File: config.mk
export PLATFORM = sky130hd
export DESIGN_NAME = abkf_ctrl
export DESIGN_NICKNAME = d
export VERILOG_FILES = /design/src/rtl/abkf_pkg.sv /design/src/rtl/abkf_ctrl.sv
export SDC_FILE = /design/constraint.sdc
export NUM_CORES = 1
export LEC_CHECK = 0
export BUFFER_PORTS_ARGS = -buffer_cell sky130_fd_sc_hd__buf_2
export CAP_MARGIN = 20
export CORE_UTILIZATION = 52
export DETAILED_ROUTE_END_ITERATION = 10
export HOLD_SLACK_MARGIN = 0.1
export PLACE_DENSITY = 0.76
export SYNTH_ARGS = -nofsm -noshare
export SYNTH_HDL_FRONTEND = slang
export SYNTH_SLANG_ARGS = --single-unit
File: constraint.sdc
create_clock -name clk -period 2.52 [get_ports clk]
set_input_delay 0.504 -clock clk [delete_from_list [all_inputs] [get_ports clk]]
set_output_delay 0.504 -clock clk [all_outputs]
set_load 0.01 [all_outputs]
File: src/rtl/abkf_pkg.sv
package abkf_pkg;

  localparam int ANGLE_W   = 32;
  localparam int COV_W     = 40;
  localparam int GAIN_W    = 32;
  localparam int GAIN_FRAC = 24;
  localparam int IN_W      = 25;
  localparam int DT_W      = 16;
  localparam int NOISE_W   = 24;

  // multiplier operands: wide side covers the predicted covariance term
  localparam int OPA_W = 42;
  localparam int OPB_W = 32;
  localparam int RES_W = 48;
  localparam int SUM_W = RES_W + 1;

  localparam int CFG_IDX_W = 2;

  localparam logic [CFG_IDX_W-1:0] REG_ANGLE_NOISE = 2'd0;
  localparam logic [CFG_IDX_W-1:0] REG_BIAS_NOISE  = 2'd1;
  localparam logic [CFG_IDX_W-1:0] REG_MEAS_NOISE  = 2'd2;

  localparam logic [NOISE_W-1:0] ANGLE_NOISE_RESET = 24'd16777;
  localparam logic [NOISE_W-1:0] BIAS_NOISE_RESET  = 24'd50332;
  localparam logic [NOISE_W-1:0] MEAS_NOISE_RESET  = 24'd503316;

  typedef enum logic [3:0] {
    OP_ANG_PRED,
    OP_T1,
    OP_P00_PRED,
    OP_P11_PRED,
    OP_ANG_UPD,
    OP_BIAS_UPD,
    OP_P10_UPD,
    OP_P00_UPD,
    OP_P11_UPD,
    OP_P01_UPD
  } mul_op_t;

  typedef struct packed {
    logic    load_in;
    logic    mul_start;
    mul_op_t mul_op;
    logic    div_start;
    logic    load_out;
  } dp_cmd_t;

  typedef struct packed {
    logic mul_done;
    logic div_done;
    logic out_free;
  } dp_status_t;

  function automatic logic signed [ANGLE_W-1:0] sat_angle(input logic signed [SUM_W-1:0] v);
    logic signed [SUM_W-1:0] hi;
    logic signed [SUM_W-1:0] lo;
    hi = {{(SUM_W-ANGLE_W+1){1'b0}}, {(ANGLE_W-1){1'b1}}};
    lo = ~hi;
    if (v > hi) begin
      return hi[ANGLE_W-1:0];
    end else if (v < lo) begin
      return lo[ANGLE_W-1:0];
    end
    return v[ANGLE_W-1:0];
  endfunction

  function automatic logic signed [COV_W-1:0] sat_cov(input logic signed [SUM_W-1:0] v);
    logic signed [SUM_W-1:0] hi;
    logic signed [SUM_W-1:0] lo;
    hi = {{(SUM_W-COV_W+1){1'b0}}, {(COV_W-1){1'b1}}};
    lo = ~hi;
    if (v > hi) begin
      return hi[COV_W-1:0];
    end else if (v < lo) begin
      return lo[COV_W-1:0];
    end
    return v[COV_W-1:0];
  endfunction

endpackage

File: src/rtl/abkf_ctrl.sv
module abkf_ctrl import abkf_pkg::*; (
  input  logic       clk,
  input  logic       rst,
  input  logic       in_valid,
  output logic       in_stall,
  output dp_cmd_t    cmd,
  input  dp_status_t status
);

  typedef enum logic [2:0] {
    S_IDLE,
    S_ISSUE,
    S_MUL_WAIT,
    S_DIV_ISSUE,
    S_DIV_WAIT,
    S_OUT
  } state_t;

  state_t  state;
  mul_op_t cur_op;

  function automatic mul_op_t next_op(input mul_op_t op);
    case (op)
      OP_ANG_PRED: return OP_T1;
      OP_T1:       return OP_P00_PRED;
      OP_P00_PRED: return OP_P11_PRED;
      OP_ANG_UPD:  return OP_BIAS_UPD;
      OP_BIAS_UPD: return OP_P10_UPD;
      OP_P10_UPD:  return OP_P00_UPD;
      OP_P00_UPD:  return OP_P11_UPD;
      OP_P11_UPD:  return OP_P01_UPD;
      default:     return OP_ANG_PRED;
    endcase
  endfunction

  assign in_stall = (state != S_IDLE);

  always_comb begin
    cmd.load_in   = (state == S_IDLE) && in_valid;
    cmd.mul_start = (state == S_ISSUE);
    cmd.mul_op    = cur_op;
    cmd.div_start = (state == S_DIV_ISSUE);
    cmd.load_out  = (state == S_OUT) && status.out_free;
  end

  always_ff @(posedge clk) begin
    if (rst) begin
      state  <= S_IDLE;
      cur_op <= OP_ANG_PRED;
    end else begin
      case (state)
        S_IDLE: begin
          if (in_valid) begin
            cur_op <= OP_ANG_PRED;
            state  <= S_ISSUE;
          end
        end
        S_ISSUE: state <= S_MUL_WAIT;
        S_MUL_WAIT: begin
          if (status.mul_done) begin
            if (cur_op == OP_P11_PRED) begin
              state <= S_DIV_ISSUE;
            end else if (cur_op == OP_P01_UPD) begin
              state <= S_OUT;
            end else begin
              cur_op <= next_op(cur_op);
              state  <= S_ISSUE;
            end
          end
        end
        S_DIV_ISSUE: state <= S_DIV_WAIT;
        S_DIV_WAIT: begin
          if (status.div_done) begin
            cur_op <= OP_ANG_UPD;
            state  <= S_ISSUE;
          end
        end
        S_OUT: begin
          if (status.out_free) begin
            state <= S_IDLE;
          end
        end
        default: state <= S_IDLE;
      endcase
    end
  end

`ifndef SYNTHESIS
  a_mul_done_waiting: assert property (@(posedge clk) disable iff (rst)
    status.mul_done |-> state == S_MUL_WAIT)
    else $error("multiplier finished outside its wait state");

  a_div_done_waiting: assert property (@(posedge clk) disable iff (rst)
    status.div_done |-> state == S_DIV_WAIT)
    else $error("divider finished outside its wait state");

  a_div_after_predict: assert property (@(posedge clk) disable iff (rst)
    state == S_DIV_WAIT |-> cur_op == OP_P11_PRED)
    else $error("gain division started before the prediction finished");

  a_sample_starts: assert property (@(posedge clk) disable iff (rst)
    cmd.load_in |=> state == S_ISSUE && cur_op == OP_ANG_PRED)
    else $error("accepted sample did not start with the angle prediction");
`endif

endmodule

==> summary.txt, run 1 <==
Worst setup path
  • Kind of critical path: flop to flop
  • Crit end category: flop
  • CP Max Fanout: 7
  • Data required, critical path: 2690 ps
  • Crit start category: flop
  • R2R Setup Slk: 430 ps
  • Critical path arrival: 2260 ps

Yosys
  • Avg Cell Area, Syn: 9.00 um2
  • Post-synthesis async set-or-reset flop share: 0
  • Syn. warnings: 0
  • Distinct cells, synth: 39
  • Synthesized area: 738 um2
  • Register area share after synthesis: 0.298
  • Syn Nets: 90
  • Synth Instances: 82
  • Number of flops mapped to enable cells by yosys: 0
  • FF+latch count, synth: 11
  • Dominant synthesized flop cell: dfxtp_1

Timing
  • Worst slew margin: 0.670
  • RSZ-0062 raised after global routing: no
  • Minimum clock period: 2090 ps
  • Slew at the pin closest to its max-slew limit: 495 ps
  • Tcrit/Tclk final: 0.831
  • Final clock skew: 2.35 ps
  • Final setup margin: 427 ps
  • Max Fclk: 478 MHz
  • TNS Setup: 0 ps
  • Hold Vio Cnt, Final: 0
  • Slew Limit Fails: 0
  • Setup-failing EPs final: 0

Power and ir drop
  • Power Density: 454 nW/um2
  • Total power: 386 uW
  • Static leakage: 0.000395 uW
  • Maximum VDD drop: 305 uV

Floorplanning
  • CORE AREA: 1320 um2
  • # IOs: 15
  • Die boundary height: 39.7 um
  • Die Area: 1570 um2
  • Die W: 39.7 um
  • Initial core utilization: 0.560
  • Row count: 13

Layout
  • Cell Count, Final, Fillers Out: 114
  • Finished Core Util: 0.645
  • Syn-to-layout area delta: 15.1%
  • Final #Nets: 108
  • Layout cell share with drive strength beyond 1: 0.313
  • ANT cells: 0

Routing
  • Antenna Nets Post-Route: 0
  • Drt pass-1 iters: 4
  • 1st-iter DRT viols: 13
  • Total number of vias: 663
  • Routed len/inst: 13.4 um
  • Vias per cell: 5.82
  • Drt drc: 0
  • Wirelength, routed: 1.53 mm

Placement
  • I/O Buffers: 14
  • Placed cell count: 110
  • Post-place setup slack: 313 ps
  • Placer Congestion: 0.829

Clocking
  • Post-CTS setup buffer count: 0
  • TritonCTS clock tree: yes
  • Total CTS buffers: 3
  • CTS Hold Buffers Added: 0
  • Clock Latency Late Sink: 270 ps
  • Root Driver: clkbuf_4
  • Clock Path Buffers: 2
  • Clock sinks: 11
  • Cts repair resizes: 0
  • Clock slew at reported path FFs: 70 ps
  • H-tree Lvls: 1

Global routing
  • Largest net degree at the start of global routing: 14
  • Tot GR Track Use: 0.238
  • Total global routing overflow: 0
  • First-pass GRT wire length: 2.45 mm
  • Initial antenna violation count: 0
  • Vias in the first global route: 576

Min path
  • Hold WC Path Type: flop to flop

Flow run
  • MaxCap Viol Count: 0

Outcome
  • Status: finished clean
per-stage QoR:
stage	cell area, um2	hold WS, ps
after floorplan	738	461
after CTS	850	516
after detailed placement	823	502
final	850	518
after global placement	823	515
after global routing	850	534
final cells by class:
type,instances,area [um2]
multi-input combinational,62,473
fill,109,468
sequential,11,220
timing repair buffer,17,92.6
clock buffer,4,26.3
inverter,5,18.8
tap,15,18.8
layer usage:
| layer | wire length, um | up-vias | GRT usage |
|---|---|---|---|
| li1 | - | 329 | - |
| met1 | 756 | 316 | 0.323 |
| met2 | 711 | 16 | 0.365 |
| met3 | 44 | 2 | 0.0511 |
| met4 | 15 | 0 | 0.0776 |
| met5 | 0 | - | 0 |
logic make-up (layout without fill, tap and decap cells):
family / Yosys count / count (layout) / share of synthesized area
and+or+nand+nor: 33 / 33 / 0.285
buffers and inverters: 9 / 26 / 0.0610
muxes: 3 / 3 / 0.0407
adders and majority gates: 2 / 2 / 0.0339
xor gates and xnor gates: 1 / 1 / 0.0119
DFF: 11 / 11 / 0.298
AOI/OAI and AO/OA: 23 / 23 / 0.270
worst paths after layout:
| path | end | startpoint | cells past startpoint |
|---|---|---|---|
| max | flop | state[1]$_SDFFE_PP0P_ | 7 |
| min | cur_op[0]$_SDFFE_PP0N_ | flop | 2 |
| max reg2reg | flop | state[1]$_SDFFE_PP0P_ | 7 |
| min reg2reg | cur_op[0]$_SDFFE_PP0N_ | flop | 2 |
where the power goes:
part	internal, uW	switching (uW)
Combinational	34.2	39.6
Clock	61.4	62.4
Sequential	178	10.0
cell usage in the layout, fill, tap and decap left out, types with 3 or more instances in the layout:
| cell type | instances |
|---|---|
| a21oi_1 | 5 |
| buf_2 | 14 |
| buf_4 | 3 |
| clkbuf_4 | 3 |
| dfxtp_1 | 11 |
| inv_1 | 5 |
| mux2i_1 | 3 |
| nand2b_1 | 3 |
| nor2_1 | 8 |
| nor2b_1 | 4 |
| o21ai_0 | 5 |
| or3_1 | 3 |
cells in the mapped netlist, types with 2 or more instances:
master	n	area share
nand4_1	2	0.017
nand2b_1	3	0.025
mux2i_1	3	0.041
dfxtp_1	11	0.30
inv_1	5	0.025
nor2b_1	4	0.034
and2_1	2	0.017
o21ai_0	5	0.034
a21oi_1	5	0.034
nor2_1	8	0.041
clkbuf_1	2	0.010
ha_1	2	0.034
or3_1	3	0.025
and3_1	2	0.017
worst max-delay path, cell delays in order, from the launching register on:
cell	delay, ps
dfxtp_1	420
mux2i_1	450
a2bb2oi_2	230
o21ai_0	150
a21oi_1	240
inv_1	70
ha_1	190
a32o_2	230
(Power assumes the default switching activity.)
==> run 2, diff against run 1 <==
--- a/config.mk
+++ b/config.mk
@@ -7,10 +7,10 @@
 export LEC_CHECK = 0
 export BUFFER_PORTS_ARGS = -buffer_cell sky130_fd_sc_hd__buf_2
 export CAP_MARGIN = 20
-export CORE_UTILIZATION = 52
+export CORE_UTILIZATION = 47
 export DETAILED_ROUTE_END_ITERATION = 10
 export HOLD_SLACK_MARGIN = 0.1
-export PLACE_DENSITY = 0.76
+export PLACE_DENSITY = 0.73
 export SYNTH_ARGS = -nofsm -noshare
 export SYNTH_HDL_FRONTEND = slang
 export SYNTH_SLANG_ARGS = --single-unit
==> constraint.sdc (replaced) <==
create_clock -name clk -period 1.71 [get_ports clk]
set_input_delay 0.342 -clock clk [delete_from_list [all_inputs] [get_ports clk]]
set_output_delay 0.342 -clock clk [all_outputs]
set_load 0.01 [all_outputs]
==> run 2 against run 1 <==
  * Design area grew 31%
  * Wire length grew 34%
  * The run now ends with setup timing left
  * Clock power grew 48%
  * Setup slack lost 590 ps
  * Critical path depth grew 1
  * Critical path type unchanged
  * Final cell count grew 19%
  * Sequential power grew 45%
==> summary.txt, run 2 (synthesized netlist as in run 1, its figures left out) <==
Worst setup path
  • Worst Setup SP: state[1]$_SDFFE_PP0P_
  • Crit-path max cell delay: 370 ps (-80 ps)
  • Crit end category: flop
  • Slowest CP cell: dfxtp_4
  • Kind of critical path: flop to flop
  • CP Max Fanout: 4 (-3)
  • Crit path cell chain: buf_6 > and3b_4 > a21oi_4 > nand2_2 > mux2i_2 > or2_4 > ha_4 > a32o_2
  • Crit start category: flop
  • R2R Path Start: state[1]$_SDFFE_PP0P_
  • Critical path arrival: 2030 ps (-230 ps)
  • Data required, critical path: 1870 ps (-820 ps)

Layout
  • ANT cells: 0 (unchanged)
  • Final instance area: 1120 um2 (+31%)
  • Most frequent cells in the layout: 24 x buf_4, 13 x buf_2, 8 x nor2_1, 8 x dfxtp_1, 5 x inv_1
  • Syn-to-layout area delta: 51.2%
  • Layout cell share with drive strength beyond 1: 0.562 (+0.249)
  • Commonest non-fill, non-tap cell in the layout: buf_4
  • Final #Nets: 130 (+20%)

Timing
  • Final clock skew: 4.04 ps (+1.69 ps)
  • Worst slew margin: 0.814 (+0.144)
  • Tcrit/Tclk final: 1.09 (+0.263)
  • TNS Setup: -595 ps (-595 ps)
  • Minimum clock period: 1870 ps (-223 ps)
  • Setup-failing EPs final: 6 (+6)
  • Max Fclk: 535 MHz (+12%)
  • RSZ-0062 raised after global routing: yes
  • Slew at the pin closest to its max-slew limit: 272 ps (-223 ps)
  • Slew Limit Fails: 0 (unchanged)
  • Final setup margin: -160 ps (-587 ps)
  • Hold Vio Cnt, Final: 0 (unchanged)

Flow run
  • MaxCap Viol Count: 0 (unchanged)

Routing
  • Wirelength, routed: 2.04 mm (+34%)
  • Drt drc: 0 (unchanged)
  • Total number of vias: 768 (+16%)
  • Drt pass-1 iters: 4 (unchanged)
  • Vias per cell: 5.65 (-2.9%)
  • Routed len/inst: 15.0 um (+12%)
  • 1st-iter DRT viols: 14 (+1)
  • Antenna Nets Post-Route: 0 (unchanged)

Global routing
  • Largest net degree at the start of global routing: 14 (unchanged)
  • First-pass GRT wire length: 3.31 mm (+35%)
  • Vias in the first global route: 730 (+27%)
  • Initial antenna violation count: 0 (unchanged)
  • Tot GR Track Use: 0.241 (+0.00373)
  • Total global routing overflow: 0 (unchanged)

Floorplanning
  • Row count: 13 (unchanged)
  • # IOs: 15 (unchanged)
  • Initial core utilization: 0.534 (-0.0264)
  • Die Area: 1730 um2 (+10%)
  • Die boundary height: 41.6 um (+4.9%)
  • Die W: 41.6 um (+4.9%)
  • CORE AREA: 1380 um2 (+4.9%)

Placement
  • DP Area: 962 um2 (+17%)
  • Placer Congestion: 0.883 (+6.5%)
  • I/O Buffers: 14 (unchanged)
  • Post-place setup slack: -243 ps (-557 ps)
  • Dpl hpwl: 1.36 mm

Clocking
  • Clock Path Buffers: 2 (unchanged)
  • Total CTS buffers: 3 (unchanged)
  • Clock slew at reported path FFs: 70 ps (about the same)
  • H-tree Lvls: 1 (unchanged)
  • CTS Hold Buffers Added: 0 (unchanged)
  • TritonCTS clock tree: yes
  • Clock sinks: 11 (unchanged)
  • Clock Latency Late Sink: 270 ps (about the same)
  • Root Driver: clkbuf_4

Min path
  • Hold WC Path Type: input port to flop
  • Hold_sp: status[0]

Outcome
  • Failing checks: setup timing
  • Status: finished, violations left

Power and ir drop
  • Static leakage: 0.000515 uW (+31%)
  • Total power: 640 uW (+66%)
  • Maximum VDD drop: 446 uV (+46%)
  • Power Density: 574 nW/um2 (+26%)
[run 2: per-stage QoR]
| step | hold WS [ps] | std cells | util |
|---|---|---|---|
| after CTS | 350 | 135 | 0.776 |
| final | 349 | 136 | 0.807 |
| after detailed placement | 493 | 126 | 0.696 |
| after global routing | 355 | 136 | 0.807 |
| after floorplan | 427 | 82 | - |
| after global placement | 505 | 126 | 0.696 |
[run 2: path summary, 6_finish.rpt]
kind	endpoint	slack [ps]	cells after the start
setup / recovery	flop	-160	8
hold / removal	state[0]$_SDFFE_PP0P_	350	3
setup reg to reg	flop	-160	8
hold reg to reg	cur_op[0]$_SDFFE_PP0N_	580	2
[run 2: timing repair]
item | 4_1_cts | 5_1_grt
resized for setup | 11 | 7
pin swaps | 5 | 3
buffers inserted | 5 | 1
hold endpoints to repair | 0 | 0
setup endpoints to repair | 7 | 8
[run 2: routing by layer]
metal	share of wire	vias to the layer above	global-route usage	wire [um]
met5	0	-	0	0
met4	0	0	0.0194	0
met3	0.045	0	0.0391	92
met2	0.47	21	0.394	966
met1	0.48	373	0.349	980
li1	-	374	-	-
[run 2: critical path: cells and delay by family, from the launching register on]
kind | cells | cell delay [ps]
simple gates | 3 | 550
compound gates | 2 | 390
flops | 1 | 370
mux | 1 | 180
fa+ha+maj | 1 | 160
buf+inv | 1 | 130
[run 2: power breakdown]
part / switching [uW] / leakage (uW) / internal (uW)
combinational: 83.9 / 0.000410 / 100
clock: 92.8 / 0.0000150 / 90.3
sequential: 10.0 / 0.0000906 / 263
total: 187 / 0.000515 / 453
[run 2: layout make-up]
class	instances	area (um2)
multi-input cells	62	558
repair buffers	39	268
fillers	86	267
flip-flops and latches	11	226
clock buffers	4	26.3
inverters	5	18.8
well taps	15	18.8
==> run 3, diff against run 2 <==
--- a/config.mk
+++ b/config.mk
@@ -5,12 +5,13 @@
 export SDC_FILE = /design/constraint.sdc
 export NUM_CORES = 1
 export LEC_CHECK = 0
+export ABC_AREA = 1
 export BUFFER_PORTS_ARGS = -buffer_cell sky130_fd_sc_hd__buf_2
 export CAP_MARGIN = 20
 export CORE_UTILIZATION = 47
 export DETAILED_ROUTE_END_ITERATION = 10
 export HOLD_SLACK_MARGIN = 0.1
-export PLACE_DENSITY = 0.73
+export PLACE_DENSITY = 0.72
 export SYNTH_ARGS = -nofsm -noshare
 export SYNTH_HDL_FRONTEND = slang
 export SYNTH_SLANG_ARGS = --single-unit
==> run 3 against run 2 <==
  * The flow now finishes without violations
  * Largest power group is now combinational cells
  * Sequential cell count is the same
  * Sequential share of layout area increased by 1.1 points
  * Fmax grew 11%
  * Clock-buffer cell count is the same
  * Setup slack better by 190 ps
  * Worst hold slack got worse by 41 ps
  * Highest routed layer is now met4
  * First-iteration DRC count is 110% higher
  * Wire length fell by 4.6%
  * Register-to-register slack better by 190 ps
==> summary.txt, run 3 <==
Clocking
  • CTS Hold Buffers Added: 0 (unchanged)
  • TritonCTS clock tree: yes
  • H-tree Lvls: 1 (unchanged)
  • Clock slew at reported path FFs: 70 ps (about the same)
  • Root Driver: clkbuf_4
  • Total CTS buffers: 3 (unchanged)
  • Clock sinks: 11 (unchanged)
  • Clock Path Buffers: 2 (unchanged)
  • Clock Latency Late Sink: 270 ps (about the same)

Routing
  • Total number of vias: 835 (+8.7%)
  • Met3 WL: 107 um (+16%)
  • Routed len/inst: 11.6 um (-23%)
  • 1st-iter DRT viols: 29 (+15)
  • Drt pass-1 iters: 6 (+2)
  • DR WL met2: 1.04 mm (+7.3%)
  • Met1 wire length: 781 um (-20%)
  • Drt drc: 0 (unchanged)
  • Antenna Nets Post-Route: 0 (unchanged)
  • Vias per cell: 4.97 (-12%)
  • Uppermost layer routed: met4
  • Wirelength, routed: 1.95 mm (-4.6%)

Global routing
  • Total global routing overflow: 0 (unchanged)
  • Vias in the first global route: 722 (-1.1%)
  • Tot GR Track Use: 0.222 (-0.0196)
  • First-pass GRT wire length: 3.03 mm (-8.5%)
  • Largest net degree at the start of global routing: 8 (-6)
  • Initial antenna violation count: 0 (unchanged)

Worst setup path
  • Crit start category: flop
  • Kind of critical path: flop to flop
  • Worst Setup SP: cur_op[0]$_SDFFE_PP0N_
  • Worst path bufs/invs: 3 (+2)
  • R2R Setup Slk: 30 ps (+190 ps)
  • Critical path arrival: 1900 ps (-130 ps)
  • Crit-path max cell delay: 360 ps (about the same)
  • Data required, critical path: 1920 ps (+50 ps)
  • Crit path cell chain: inv_1 > nor2_1 > nand2_1 > nor2_4 > nor2_4 > nand3_2 > a21oi_2 > nor3_2 > inv_2 > ha_4 > inv_2 > nor2_2
  • Crit end category: flop
  • Slowest CP cell: dfxtp_2
  • R2R Path Start: cur_op[0]$_SDFFE_PP0N_
  • Crit path max-delay family: simple AND/OR/NAND/NOR gates
  • CP Max Fanout: 4 (unchanged)
  • R2R depth: 12 (+4)

Floorplanning
  • Initial core utilization: 0.507 (-0.0265)
  • Die boundary height: 42.3 um (+1.7%)
  • CORE AREA: 1510 um2 (+9.0%)
  • # IOs: 15 (unchanged)
  • Die W: 42.3 um (+1.7%)
  • Row count: 14 (+1)
  • Die Area: 1790 um2 (+3.4%)

Yosys
  • Top-area cell type share of the netlist area: 0.288 (-0.0103)
  • Syn Nets: 125 (+39%)
  • Most frequent cell after synthesis: nand2_1
  • Register area share after synthesis: 0.288 (-0.0103)
  • Avg Cell Area, Syn: 6.53 um2 (-27%)
  • Area leader, netlist: dfxtp_1
  • Post-synthesis async set-or-reset flop share: 0 (unchanged)
  • Number of flops mapped to enable cells by yosys: 0 (unchanged)
  • Synthesized area: 764 um2 (+3.6%)
  • Dominant synthesized flop cell: dfxtp_1
  • Synth Instances: 117 (+43%)
  • Syn. warnings: 0 (unchanged)
  • FF+latch count, synth: 11 (unchanged)
  • Synth top area cells: dfxtp_1 29%, nand2_1 12%, inv_1 9.3%
  • Commonest cells post-synth: 25 x nand2_1, 19 x inv_1, 15 x nor2_1, 11 x dfxtp_1, 8 x nand3_1
  • Distinct cells, synth: 18 (-54%)

Layout
  • Cell Count, Final, Fillers Out: 168 (+24%)
  • Syn-to-layout area delta: 46.2%
  • Register area: 239 um2 (+5.5%)
  • Fill count: 107 (+24%)
  • Final #Nets: 161 (+24%)
  • Most frequent cells in the layout: 24 x nand2_1, 18 x buf_4, 17 x inv_1
  • Layout cell share with drive strength beyond 1: 0.526 (-0.0357)
  • ANT cells: 0 (unchanged)
  • Multi-input gate area: 537 um2 (-3.8%)
  • Commonest non-fill, non-tap cell in the layout: nand2_1

Timing
  • RSZ-0062 raised after global routing: yes
  • Minimum clock period: 1680 ps (-187 ps)
  • Hold Vio Cnt, Final: 0 (unchanged)
  • Setup-failing EPs final: 0 (-6)
  • Tcrit/Tclk final: 0.984 (-0.109)
  • Max Fclk: 594 MHz (+11%)
  • Slew Limit Fails: 0 (unchanged)
  • Final clock skew: 2.55 ps (-1.49 ps)
  • Slew at the pin closest to its max-slew limit: 249 ps (-22.4 ps)
  • Worst slew margin: 0.834 (+0.0200)

Min path
  • Hold WC Path Type: input port to flop
  • Hold EP: state[2]$_SDFFE_PP0P_
  • Hold path depth: 2 (-1)
  • Hold_sp: rst

Power and ir drop
  • Static leakage: 0.000595 uW (+15%)
  • Maximum VDD drop: 653 uV (+47%)
  • Total power: 892 uW (+39%)
  • Power Density: 798 nW/um2 (+39%)

Placement
  • I/O Buffers: 14 (unchanged)
  • Placed cell count: 157 (+25%)
  • Placer Congestion: 0.856 (-3.1%)
  • Dpl hpwl: 1.39 mm (+2.1%)

Flow run
  • MaxCap Viol Count: 0 (unchanged)

Outcome
  • Status: finished clean
## run 3: metal layers
metal / global-route usage / vias up
met4: 0.0938 / 0
li1: - / 427
met1: 0.275 / 373
met5: 0 / -
met2: 0.375 / 33
met3: 0.0388 / 2
## run 3: report_power, final
| group | internal, uW | switching (uW) |
|---|---|---|
| registers | 297 | 38.7 |
| clock network | 90.5 | 88.1 |
| logic | 161 | 216 |
| total | 549 | 343 |
## run 3: kinds of logic (layout without fill, tap and decap cells)
logic type / after synthesis / after routing / synth area share
flip-flops: 11 / 11 / 0.288
AO/OA/AOI/OAI: 7 / 7 / 0.0458
adder cells (fa/ha/maj): 2 / 2 / 0.0327
buffers and inverters: 25 / 60 / 0.133
AND/OR/NAND/NOR: 72 / 72 / 0.501
## run 3: final cells by class
class | instances | share of cell area
Multi-Input combinational cell | 81 | 0.480
Tap cell | 16 | 0.0179
Timing Repair Buffer | 32 | 0.184
Inverter | 24 | 0.0806
Clock buffer | 4 | 0.0235
Sequential cell | 11 | 0.214
## run 3: stage by stage
stage / util / hold slack, ps / area (um2) / worst slack (ps) / setup TNS (ps)
floorplan: - / 411 / 764 / 66.2 / 0
finish: 0.742 / 308 / 1120 / 27.0 / 0
global placement: 0.615 / 553 / 926 / -42.1 / -71.1
detailed placement: 0.615 / 537 / 926 / -131 / -439
global route: 0.742 / 308 / 1120 / -71.8 / -139
CTS: 0.642 / 298 / 967 / -19.3 / -19.3
## run 3: worst max-delay path by stage
stage	endpoint	slack, ps	cells past startpoint
floorplan	flop	70	12
global placement	flop	-40	12
detailed placement	flop	-130	12
CTS	flop	-20	12
global route	flop	-70	11
finish	flop	30	12
## run 3: repair_timing
item,CTS,global route
buffers inserted,0,7
pin swaps,0,10
endpoints found under the setup margin,4,4
gates cloned,0,0
gates resized for setup,6,27
